## src/rtl/erb_pkg.sv

```systemverilog
// erb_pkg: shared constants, register indexes and queue entry type
// for the ellipse boundary rasterizer; no dependencies
`timescale 1ns / 1ps

package erb_pkg;

	// largest image dimension; larger settings saturate to it
	localparam int MAX_DIM = 4096;
	localparam int DIM_W   = $clog2(MAX_DIM + 1);

	// configuration register indexes
	localparam logic [2:0] REG_CENTER_X     = 3'd0;
	localparam logic [2:0] REG_CENTER_Y     = 3'd1;
	localparam logic [2:0] REG_SEMI_AXIS_A  = 3'd2;
	localparam logic [2:0] REG_SEMI_AXIS_B  = 3'd3;
	localparam logic [2:0] REG_IMAGE_WIDTH  = 3'd4;
	localparam logic [2:0] REG_IMAGE_HEIGHT = 3'd5;

	// walk phases
	localparam logic [1:0] PH_DONE = 2'd0;
	localparam logic [1:0] PH_R1   = 2'd1;
	localparam logic [1:0] PH_R2   = 2'd2;

	localparam int QUEUE_DEPTH = 4;

	// one point handed from the walker to the emitter
	typedef struct packed {
		logic signed [15:0] px;
		logic signed [15:0] py;
		logic               has_pt;
		logic               last;
		logic               fin;
	} erb_entry_t;

endpackage

```

## src/rtl/erb_queue.sv

```systemverilog
// erb_queue: short point queue between walker and emitter
// depends on erb_pkg
`timescale 1ns / 1ps

module erb_queue import erb_pkg::*; (
	input  logic       clk,
	input  logic       arst_n,
	input  logic       push_valid,
	output logic       push_ready,
	input  erb_entry_t push_entry,
	output logic       pop_valid,
	input  logic       pop_ready,
	output erb_entry_t pop_entry
);

	localparam int PW = $clog2(QUEUE_DEPTH);

	erb_entry_t        mem_q [QUEUE_DEPTH];
	logic [PW-1:0]     wr_q, rd_q;
	logic [PW:0]       cnt_q;
	logic              do_push, do_pop;

	assign push_ready = (cnt_q != (PW+1)'(QUEUE_DEPTH));
	assign pop_valid  = (cnt_q != '0);
	assign pop_entry  = mem_q[rd_q];
	assign do_push    = push_valid && push_ready;
	assign do_pop     = pop_valid && pop_ready;

	// pointers and fill count
	always_ff @(posedge clk or negedge arst_n) begin
		if (!arst_n) begin
			wr_q  <= '0;
			rd_q  <= '0;
			cnt_q <= '0;
		end else begin
			if (do_push)
				wr_q <= wr_q + 1'b1;
			if (do_pop)
				rd_q <= rd_q + 1'b1;
			if (do_push && !do_pop)
				cnt_q <= cnt_q + 1'b1;
			else if (!do_push && do_pop)
				cnt_q <= cnt_q - 1'b1;
		end
	end

	// storage
	always_ff @(posedge clk) begin
		if (do_push)
			mem_q[wr_q] <= push_entry;
	end

endmodule

```

## config.mk

```make
export PLATFORM = sky130hd
export DESIGN_NAME = erb_queue
export DESIGN_NICKNAME = d
export VERILOG_FILES = /design/src/rtl/erb_pkg.sv /design/src/rtl/erb_queue.sv
export SDC_FILE = /design/constraint.sdc
export NUM_CORES = 1
export LEC_CHECK = 0
export ABC_CLOCK_PERIOD_IN_PS = 2200
export BUFFER_PORTS_ARGS = -buffer_cell sky130_fd_sc_hd__buf_4
export CAP_MARGIN = 20
export CORE_MARGIN = 2
export CORE_UTILIZATION = 35
export CTS_BUF_LIST = sky130_fd_sc_hd__clkbuf_8
export DETAILED_ROUTE_END_ITERATION = 6
export GPL_TIMING_DRIVEN = 0
export SLEW_MARGIN = 20
export SYNTH_ARGS = -nofsm -noshare
export SYNTH_HDL_FRONTEND = slang
export SYNTH_SLANG_ARGS = --single-unit
```

## constraint.sdc

```tcl
create_clock -name clk -period 2.2 [get_ports clk]
set_input_delay 0.11 -clock clk [delete_from_list [all_inputs] [get_ports clk]]
set_output_delay 0.11 -clock clk [all_outputs]
set_load 0.01 [all_outputs]
```

==> out/results.tsv <==
stage	metric	value	unit
yosys	synth warn	0	
detailed_routing	DR pass1 iterations	4	
cells_and_area	fill count	1330	
yosys	Post-Synthesis Cell Area	0.005517	mm²
clock_network	clk root buf	clkbuf_8	
timing	period utilization	0.9189	
place	hpwl dp	6089	µm
worst_setup_path	startpoint types	register	
cells_and_area	area delta synth->final	31.19	%
detailed_routing	drt total wl	9863	µm
worst_setup_path	crit-path max cell delay	0.43	ns
place	dpl cell area	0.006429	mm²
global_routing	antenna violations before repair	0	
cells_and_area	Ant. Diodes	0	
detailed_routing	# DRC	0	
worst_setup_path	crit end category	register	
cells_and_area	share of post-route cells with drive strength above 1	0.4189	
global_routing	Congestion Overflow GR	0	
detailed_routing	drt initial violations	189	
yosys	Mapped Nets	263	
power_and_ir_drop	Worst VDD drop	523.7	µV
cells_and_area	final core occ	0.4725	
clock_network	CTS max path bufs	2	
worst_setup_path	reg2reg start	cnt_q[0]$_DFFE_PN0P_	
timing	Fmax	0.4947	GHz
place	gpl congestion	0.6166	
timing	Fin. Hold Viols	0	
clock_network	CTS tree	yes	
clock_network	clock-pin transition on the worst setup and hold timing paths	0.08	ns
timing	clk_skew	0.01137	ns
floorplanning	Initial Util	0.3602	
floorplanning	core box area	0.01531	mm²
worst_setup_path	Setup CP Type	reg -> reg	
clock_network	H-tree Lvls	4	
worst_setup_path	CP cell instances	or3_4, nand2_2, ha_4, inv_1, fa_1, xor2_1, nor2_1, xor2_1	
yosys	syn_area_per_cell	25.31	µm²
detailed_routing	DR vias	2624	
timing	Least-Margin Pin Slew	0.5321	ns
yosys	distinct cell type count after synthesis	19	
timing	final setup violating endpoints	0	
floorplanning	Die Wd	129.5	µm
cells_and_area	post-route cell area	0.007237	mm²
cells_and_area	Layout Nets	402	
worst_hold_path	Worst Min Path Start	push_valid	
place	Port Buf Inserts	75	
floorplanning	row cnt	45	
yosys	Synth Register Bits	147	
clock_network	CTS Sinks	147	
worst_setup_path	CP startpoint	cnt_q[0]$_DFFE_PN0P_	
detailed_routing	vias per cell	4.516	
global_routing	vias in the first global route	2793	
detailed_routing	wire per inst	16.98	µm
global_routing	first-pass GRT wire length	15040	µm
flow_run	Max Cap Viol	0	
worst_setup_path	most frequent cell on the critical path	xor2_1	
timing	RSZ-0062 raised after global routing	no	
power_and_ir_drop	PnR Total Power	9.031	mW
global_routing	largest net degree at the start of global routing	24	
worst_setup_path	CP required	2.57	ns
outcome	status	finished, final reports clean	
timing	Slew Limit Fails	0	
worst_setup_path	Buf/Inv on CP	1	
worst_setup_path	top cell family by delay on the critical path	simple AND/OR/NAND/NOR gates	
floorplanning	Die Ht	129.5	µm
worst_setup_path	crit-path max FO	4	
clock_network	Num CTS Buffers	17	
timing	post-route minimum period	2.022	ns
global_routing	GR Util All Layers	0.1271	
timing	setup TNS	0	ns
clock_network	clk_lat worst skew	0.44	ns
floorplanning	IO Pins	76	
cells_and_area	Finished Layout Cells	581	
power_and_ir_drop	Pleak	2.556	nW
power_and_ir_drop	pwr/cell area	1248	mW/mm²
worst_hold_path	Hold Crit Class	in -> reg	
detailed_routing	Final ANT Viol Nets	0	
place	Placed Cells	508	
worst_setup_path	crit path DAT	2.39	ns
timing	Slew headroom	0.6453	
yosys	post-synthesis instance total	218	
worst_setup_path	CP max stage cell	dfrtp_2	
floorplanning	die area	0.01678	mm²
yosys	part of the Yosys area used for sequential elements	0.7938	
[Yosys cell counts]
library cell	count	area (µm²)
or3_1	1	6.260
fa_1	1	20.02
nand3_1	1	5.000
mux4_2	28	630.6
a21boi_2	1	11.26
buf_2	4	20.02
inv_1	3	11.26
buf_12	3	60.06
nor2_1	2	7.510
buf_6	1	11.26
and2_1	4	25.02
dfrtp_1	7	175.2
mux4_1	7	183.9
xnor2_1	4	35.03
nand2_1	2	7.510
edfxtp_1	140	4204
mux2_2	2	22.52
ha_1	5	62.56
xor2_1	2	17.52
[logic make-up after synthesis]
family | after synthesis | share of synthesized area
flip-flops | 147 | 0.7938
multiplexers | 37 | 0.1517
buffers and inverters | 11 | 0.01860
AND/OR/NAND/NOR | 10 | 0.009299
XOR/XNOR | 6 | 0.009526
adder cells (fa/ha/maj) | 6 | 0.01497
AO/OA/AOI/OAI | 1 | 0.002041
[cell usage in the layout, fill, tap and decap left out, types with 6 or more instances in the layout]
master and count:
buf_12 7, buf_4 78, clkbuf_8 17, dfrtp_1 6, dlygate4sd3_1 38, edfxtp_1 140
inv_1 6, mux4_1 7, mux4_2 28
[per-layer routing]
metal | global-route usage | up-vias | wire length, µm
met4 | 0.05123 | 0 | 145
met5 | 0 | - | 0
li1 | - | 1196 | -
met2 | 0.2124 | 61 | 4992
met3 | 0.04377 | 13 | 341
met1 | 0.1519 | 1354 | 4384
[report_power, final]
part / internal (mW) / total (mW) / switching (mW)
Clock: 1.09 / 2.02 / 0.934
Combinational: 1.68 / 3.16 / 1.48
Sequential: 3.71 / 3.85 / 0.142
[registers in the layout, indices dropped and copies added, names as in the netlist]
name	flops
mem_q	140
rd_q	2
wr_q	2
cnt_q	3
[worst paths after layout]
| check | end | slack (ns) | cells after the start |
|---|---|---|---|
| min reg2reg | cnt_q[2]$_DFFE_PN0P_ | 0.53 | 1 |
| max in group asynchronous | cnt_q[0]$_DFFE_PN0P_ | 1.30 | 3 |
| min | wr_q[0]$_DFFE_PN0P_ | 0.15 | 3 |
| max | cnt_q[2]$_DFFE_PN0P_ | 0.18 | 8 |
| min in group asynchronous | cnt_q[2]$_DFFE_PN0P_ | 0.63 | 3 |
| max reg2reg | cnt_q[2]$_DFFE_PN0P_ | 0.18 | 8 |
[layout make-up]
type	count	area (µm²)	area share
timing repair buffer	120	1046	0.1445
tap	211	264.0	0.03648
clock inverter	15	150.1	0.02075
buffer	8	91.34	0.01262
clock buffer	17	234.0	0.03233
multi-input combinational	60	1060	0.1464
sequential	147	4380	0.6053
inverter	3	11.26	0.001556
[stage by stage]
step                      hold slack [ns]  setup WS (ns)
after global placement           -0.07326        -0.6916
after global routing               0.1381        0.01214
after CTS                          0.1020        0.05040
after floorplan                   -0.1856         0.1671
final                              0.1488         0.1784
after detailed placement         -0.06974        0.08192
[timing repair]
action                                 CTS  global route
setup endpoints to repair                0             1
endpoints found under the hold margin  149             0
resized for setup                        0             5
hold buffers                            38             0
buffers inserted                         0             3
[worst min-delay path, cell delays in order]
cell and delay (ns):
buf_4 0.10, a21boi_2 0.20, xnor2_1 0.14
(Power assumes the default switching activity.)
