File: src/rtl/erb_pkg.sv
// erb_pkg: shared constants, register indexes and queue entry type
// for the ellipse boundary rasterizer; no dependencies
`timescale 1ns / 1ps

package erb_pkg;

	// largest image dimension; larger settings saturate to it
	localparam int MAX_DIM = 4096;
	localparam int DIM_W   = $clog2(MAX_DIM + 1);

	// configuration register indexes
	localparam logic [2:0] REG_CENTER_X     = 3'd0;
	localparam logic [2:0] REG_CENTER_Y     = 3'd1;
	localparam logic [2:0] REG_SEMI_AXIS_A  = 3'd2;
	localparam logic [2:0] REG_SEMI_AXIS_B  = 3'd3;
	localparam logic [2:0] REG_IMAGE_WIDTH  = 3'd4;
	localparam logic [2:0] REG_IMAGE_HEIGHT = 3'd5;

	// walk phases
	localparam logic [1:0] PH_DONE = 2'd0;
	localparam logic [1:0] PH_R1   = 2'd1;
	localparam logic [1:0] PH_R2   = 2'd2;

	localparam int QUEUE_DEPTH = 4;

	// one point handed from the walker to the emitter
	typedef struct packed {
		logic signed [15:0] px;
		logic signed [15:0] py;
		logic               has_pt;
		logic               last;
		logic               fin;
	} erb_entry_t;

endpackage

File: src/rtl/erb_back.sv
// erb_back: clips each point, finds its inner neighbour and forms
// linear offsets into the output register; depends on erb_pkg
`timescale 1ns / 1ps

module erb_back import erb_pkg::*; (
	input  logic               clk,
	input  logic               arst_n,
	input  logic               pop_valid,
	output logic               pop_ready,
	input  erb_entry_t         pop_entry,
	input  logic signed [13:0] center_x,
	input  logic signed [13:0] center_y,
	input  logic [12:0]        image_width,
	input  logic [12:0]        image_height,
	output logic               m_tvalid,
	input  logic               m_tready,
	output logic [79:0]        m_tdata,
	output logic               m_tlast,
	output logic               m_tuser
);

	logic [DIM_W-1:0] wd, ht;
	assign wd = (image_width > 13'(MAX_DIM)) ? DIM_W'(MAX_DIM) : DIM_W'(image_width);
	assign ht = (image_height > 13'(MAX_DIM)) ? DIM_W'(MAX_DIM) : DIM_W'(image_height);

	// clip test and inner neighbour
	logic signed [16:0] px, py, dx, dy, xi, yi;
	logic               out_in, in_in;

	always_comb begin
		px = 17'(pop_entry.px);
		py = 17'(pop_entry.py);
		dx = 17'(center_x) - px;
		dy = 17'(center_y) - py;
		xi = px + ((dx > 0) ? 17'sd1 : (dx < 0) ? -17'sd1 : 17'sd0);
		yi = py + ((dy > 0) ? 17'sd1 : (dy < 0) ? -17'sd1 : 17'sd0);
		out_in = pop_entry.has_pt && px >= 0 && px < 17'(wd) && py >= 0 && py < 17'(ht);
		in_in  = out_in && xi >= 0 && xi < 17'(wd) && yi >= 0 && yi < 17'(ht);
	end

	logic        vld_s1, ov_s1, iv_s1, last_s1, fin_s1;
	logic [11:0] ox_s1, oy_s1, ix_s1, iy_s1;
	logic        s1_ready;
	logic        out_vld_q;

	assign s1_ready  = !out_vld_q || m_tready;
	assign pop_ready = !vld_s1 || s1_ready;

	// stage 1: clipped coordinates, zero when outside
	always_ff @(posedge clk or negedge arst_n) begin
		if (!arst_n)
			vld_s1 <= 1'b0;
		else if (pop_ready)
			vld_s1 <= pop_valid;
	end

	always_ff @(posedge clk) begin
		if (pop_ready && pop_valid) begin
			ov_s1   <= out_in;
			iv_s1   <= in_in;
			ox_s1   <= out_in ? px[11:0] : '0;
			oy_s1   <= out_in ? py[11:0] : '0;
			ix_s1   <= in_in ? xi[11:0] : '0;
			iy_s1   <= in_in ? yi[11:0] : '0;
			last_s1 <= pop_entry.last;
			fin_s1  <= pop_entry.fin;
		end
	end

	// stage 2: offsets into the output register
	logic [24:0] ooff, ioff;
	assign ooff = 25'(oy_s1) * 25'(wd) + 25'(ox_s1);
	assign ioff = 25'(iy_s1) * 25'(wd) + 25'(ix_s1);

	always_ff @(posedge clk or negedge arst_n) begin
		if (!arst_n)
			out_vld_q <= 1'b0;
		else if (s1_ready)
			out_vld_q <= vld_s1;
	end

	always_ff @(posedge clk) begin
		if (s1_ready && vld_s1) begin
			m_tdata <= {6'd0, iv_s1, ix_s1, ioff[23:0], ov_s1, ox_s1, ooff[23:0]};
			m_tlast <= last_s1;
			m_tuser <= fin_s1;
		end
	end

	assign m_tvalid = out_vld_q;

endmodule

File: config.mk
export PLATFORM = sky130hd
export DESIGN_NAME = erb_back
export DESIGN_NICKNAME = d
export VERILOG_FILES = /design/src/rtl/erb_pkg.sv /design/src/rtl/erb_back.sv
export SDC_FILE = /design/constraint.sdc
export NUM_CORES = 1
export LEC_CHECK = 0
export BUFFER_PORTS_ARGS = -buffer_cell sky130_fd_sc_hd__buf_4
export CAP_MARGIN = 0
export CORE_MARGIN = 8
export CORE_UTILIZATION = 30
export DETAILED_ROUTE_END_ITERATION = 7
export HOLD_SLACK_MARGIN = 0.05
export PLACE_DENSITY = 0.46
export SETUP_SLACK_MARGIN = 0.15
export SYNTH_ARGS = -nofsm -noshare
export SYNTH_HDL_FRONTEND = slang
export SYNTH_SLANG_ARGS = --single-unit
File: constraint.sdc
create_clock -name clk -period 5.95 [get_ports clk]
set_input_delay 0.595 -clock clk [delete_from_list [all_inputs] [get_ports clk]]
set_output_delay 0.595 -clock clk [all_outputs]
set_load 0.02 [all_outputs]
==> summary.md <==
| Metric | Value |
|---|---|
| Status | complete, but fails checks |
| Failing checks | negative setup slack |
| Global-route wire length before repair | 88200 um |
| Leak Pwr | approximately 12 nW |
| Final wirelength | 56000 um |
| Clock root cell | clkbuf_16 |
| Top FF cell, synth | edfxtp_1 |
| Fillcell total | ~6300 |
| Yosys synthesis warning count | 0 |
| Rows | 92 |
| Pre-CTS setup slack | -0.619 ns |
| Cell area after layout | 25300 um^2 |
| Commonest non-fill, non-tap cells in the layout | buf_4 (459), inv_1 (384), nand2_1 (239) |
| Core area | between 60000 and 70000 um^2 |
| Worst path required time | 6.27 ns |
| CP Data Arrival Time | 6.35 ns |
| Slowest cell on crit path | o41ai_2 |
| PD cells | 236 nW/um^2 |
| CP max stage delay | 0.39 ns |
| Switching pwr | 2.38 mW |
| Max-cap violations | 0 |
| Logic gate share of total power | 60.3% |
| Chip width | 269 um |
| Final-report max-slew violation count | 0 |
| WS Path Type | in2reg |
| RePlAce Congestion | about 0.84 |
| Setup TNS | -0.605 ns |
| Final nets | 3056 |
| Boundary pin count | 177 |
| Clock share of power | 17.8% |
| DR iter-0 viols | slightly below 700 |
| Total die area | 72300 um^2 |
| Initial Utilization | 30.3% |
| Mean Syn Cell Area | 9.51 um^2 |
| Number of global-route vias before repair | 15751 |
| Total gr overflow | 0 |
| Fin. Hold Viols | 0 |
| Cts bufs inserted | 17 |
| Reg2Reg Depth | 20 |
| Wire length per cell | 16.8 um |
| HP Class | in2reg |
| H-tree Lvls | 4 |
| Share of the synthesized area in the top cell type | 25.5% |
| Post-DR vias/cell | 4.52 |
| Endpoints failing setup | 11 |
| Sink Count | 130 |
| Die height | 269 um |
| Area post-placement | 24000 um^2 |
| Fin cells | 3330 |
| Final period util | 101% |
| Reg2reg start | iy_s1[7]$_SDFFCE_PN0P_ |
| Mapped cell area | 19200 um^2 |
| # diodes | 0 |
| WHS Path Cells | 1 |
| Final Util | 40.0% |
| Critical path endpoint category | flop |
| CTS tree | yes |
| Critical Path Source | center_x[0] |
| Most common cell after layout, fill and taps aside | buf_4 |
| Hold WS | between 0.2 and 0.3 ns |
| IO Port Bufs | 170 |
| Clock transition at path regs | 0.07 ns |
| Fin crit period | approximately 6 ns |
| Clock buffer depth | 2 |
| Layout cell share with drive strength beyond 1 | 26.2% |
| Asr flop ratio synth | 1.54% |
| Unique cell type count in the Yosys netlist | 74 |
| Vias post-DR | 15044 |
| Largest net degree at the start of global routing | 50 |
| Hold Crit Start | pop_entry[0] |
| Headroom to the max-slew limit | 55.4% |
| Yosys top cell by area | fa_1 |
| Largest cells by area after synthesis | fa_1 (25%), edfxtp_1 (20%), ha_1 (16%), inv_1 (7.6%), and2_1 (4.7%) |
| Cell mode on critical path | a21oi_2 |
| Setup ws final | -0.0733 ns |
| Max rail drop VDD | 0.131 mV |
| Sequential element share of the synthesized area | 20.3% |
| Clk_skew | 0.00969 ns |
| Drt pass-1 iters | 5 |
| Worst Tran Pin Value | 0.669 ns |
| Part of the power in registers | ~22% |
| # DRC | 0 |
| Crit start category | primary input |
| Peak Freq | between 0.15 and 0.2 GHz |
| Cell Int Power | 3.60 mW |
| Switching share of power | 39.8% |
| Number of routed nets with antenna violations | 0 |
| Total track usage | 15.7% |
| FF+latch count, synth | 130 |
| Initial antenna violation count | 0 |
| Placed cells | 3265 |
| Worst-path maximum fanout | 6 |
| Area Overhead vs Synth | 31.8% |
| DP HPWL | 46700 um |
| Pwr Total | 5.97 mW |
| RSZ-0062 raised after global routing | yes |
| Clk_lat worst skew | 0.48 ns |
| Post-Synthesis Cells | 2017 |
| Post-synth EDFFs | 128 |
## registers in the layout (all words and copies together), names as in the netlist
register	count
oy_s1	12
iv_s1	1
last_s1	1
vld_s1	1
iy_s1	12
ix_s1	12
fin_s1	1
ox_s1	12
m_tuser	1
m_tvalid	1
m_tdata	74
m_tlast	1
ov_s1	1
## routing by layer
| metal | track usage (%) | share of wire [%] | vias to the layer above |
|---|---|---|---|
| met5 | 0 | 0 | - |
| li1 | - | - | 7417 |
| met1 | 21.1 | 48 | 7342 |
| met4 | 3.68 | 1.6 | 0 |
| met2 | 25.4 | 46 | 250 |
| met3 | 3.75 | 5.0 | 35 |
## cells in the mapped netlist (all sizes together) (8+ instances only)
master and n:
edfxtp 128, a21o 22, xor2 14, clkbuf 57
nor3 23, o21ai 58, nand2 239, o21bai 12
and2 144, nor3b 22, nand4 8, a21oi 72
ha 248, xnor2 59, nand2b 16, nand3 14
and3 9, inv 388, nor2b 27, o21a 24
a211oi 13, fa 244, nor2 65, buf 10
## power groups by stage
| stage | clock (mW) | sequential (mW) | combinational, mW |
|---|---|---|---|
| final | 1.06 | 1.31 | 3.60 |
| after CTS | 1.11 | 1.32 | 3.53 |
| after global routing | 1.13 | 1.33 | 4.04 |
| after global placement | 0 | 1.34 | 3.46 |
| after floorplan | 0 | 1.47 | 1.94 |
| after detailed placement | 0 | 1.34 | 3.48 |
## timing repair
item,4_1_cts,5_1_grt
endpoints found under the hold margin,2,0
setup endpoints to repair,26,36
setup buffers,5,24
hold buffers,1,0
cloned,2,1
resized for setup,20,68
pin swaps,4,51
## layout make-up
class                           instances  area [um^2]  share of cell area, %
Clock buffer                           19          433                   1.71
Tap cell                              846         1060                   4.19
Sequential cell                       130         3890                   15.4
Inverter                              388         1480                   5.86
Multi-Input combinational cell       1437        14100                   55.8
Timing Repair Buffer                  497         4170                   16.5
Clock inverter                         13          126                  0.500
## critical path: cells and delay by family
family                     cells  cell delay, ns
xor gates and xnor gates       2            0.35
and+or+nand+nor                5            0.53
adders and majority gates      5            1.11
AOI/OAI and AO/OA             15            2.92
buffers and inverters          7            0.84
## final timing paths
kind / endpoint / slack, ns
max reg2reg: m_tdata[60]$_DFFE_PP_ / 0.49
min reg2reg: m_tlast$_DFFE_PP_ / 0.43
max: ix_s1[7]$_SDFFCE_PN0P_ / -0.07
max in group asynchronous: m_tvalid$_DFFE_PN0P_ / 5.42
min: fin_s1$_DFFE_PP_ / 0.29
min in group asynchronous: vld_s1$_DFFE_PN0N_ / 0.44
## logic make-up (layout without fill, tap and decap cells)
logic type,count (synthesis),in the layout,synth area share (%)
other,1,6,0.0196
AOI/OAI and AO/OA,265,265,9.18
muxes,4,4,0.209
DFF,130,130,20.3
buffers and inverters,455,917,9.12
adders and majority gates,492,492,41.6
xor gates and xnor gates,73,73,3.33
and+or+nand+nor,597,597,16.2
Power figures use the tool's default switching activity.
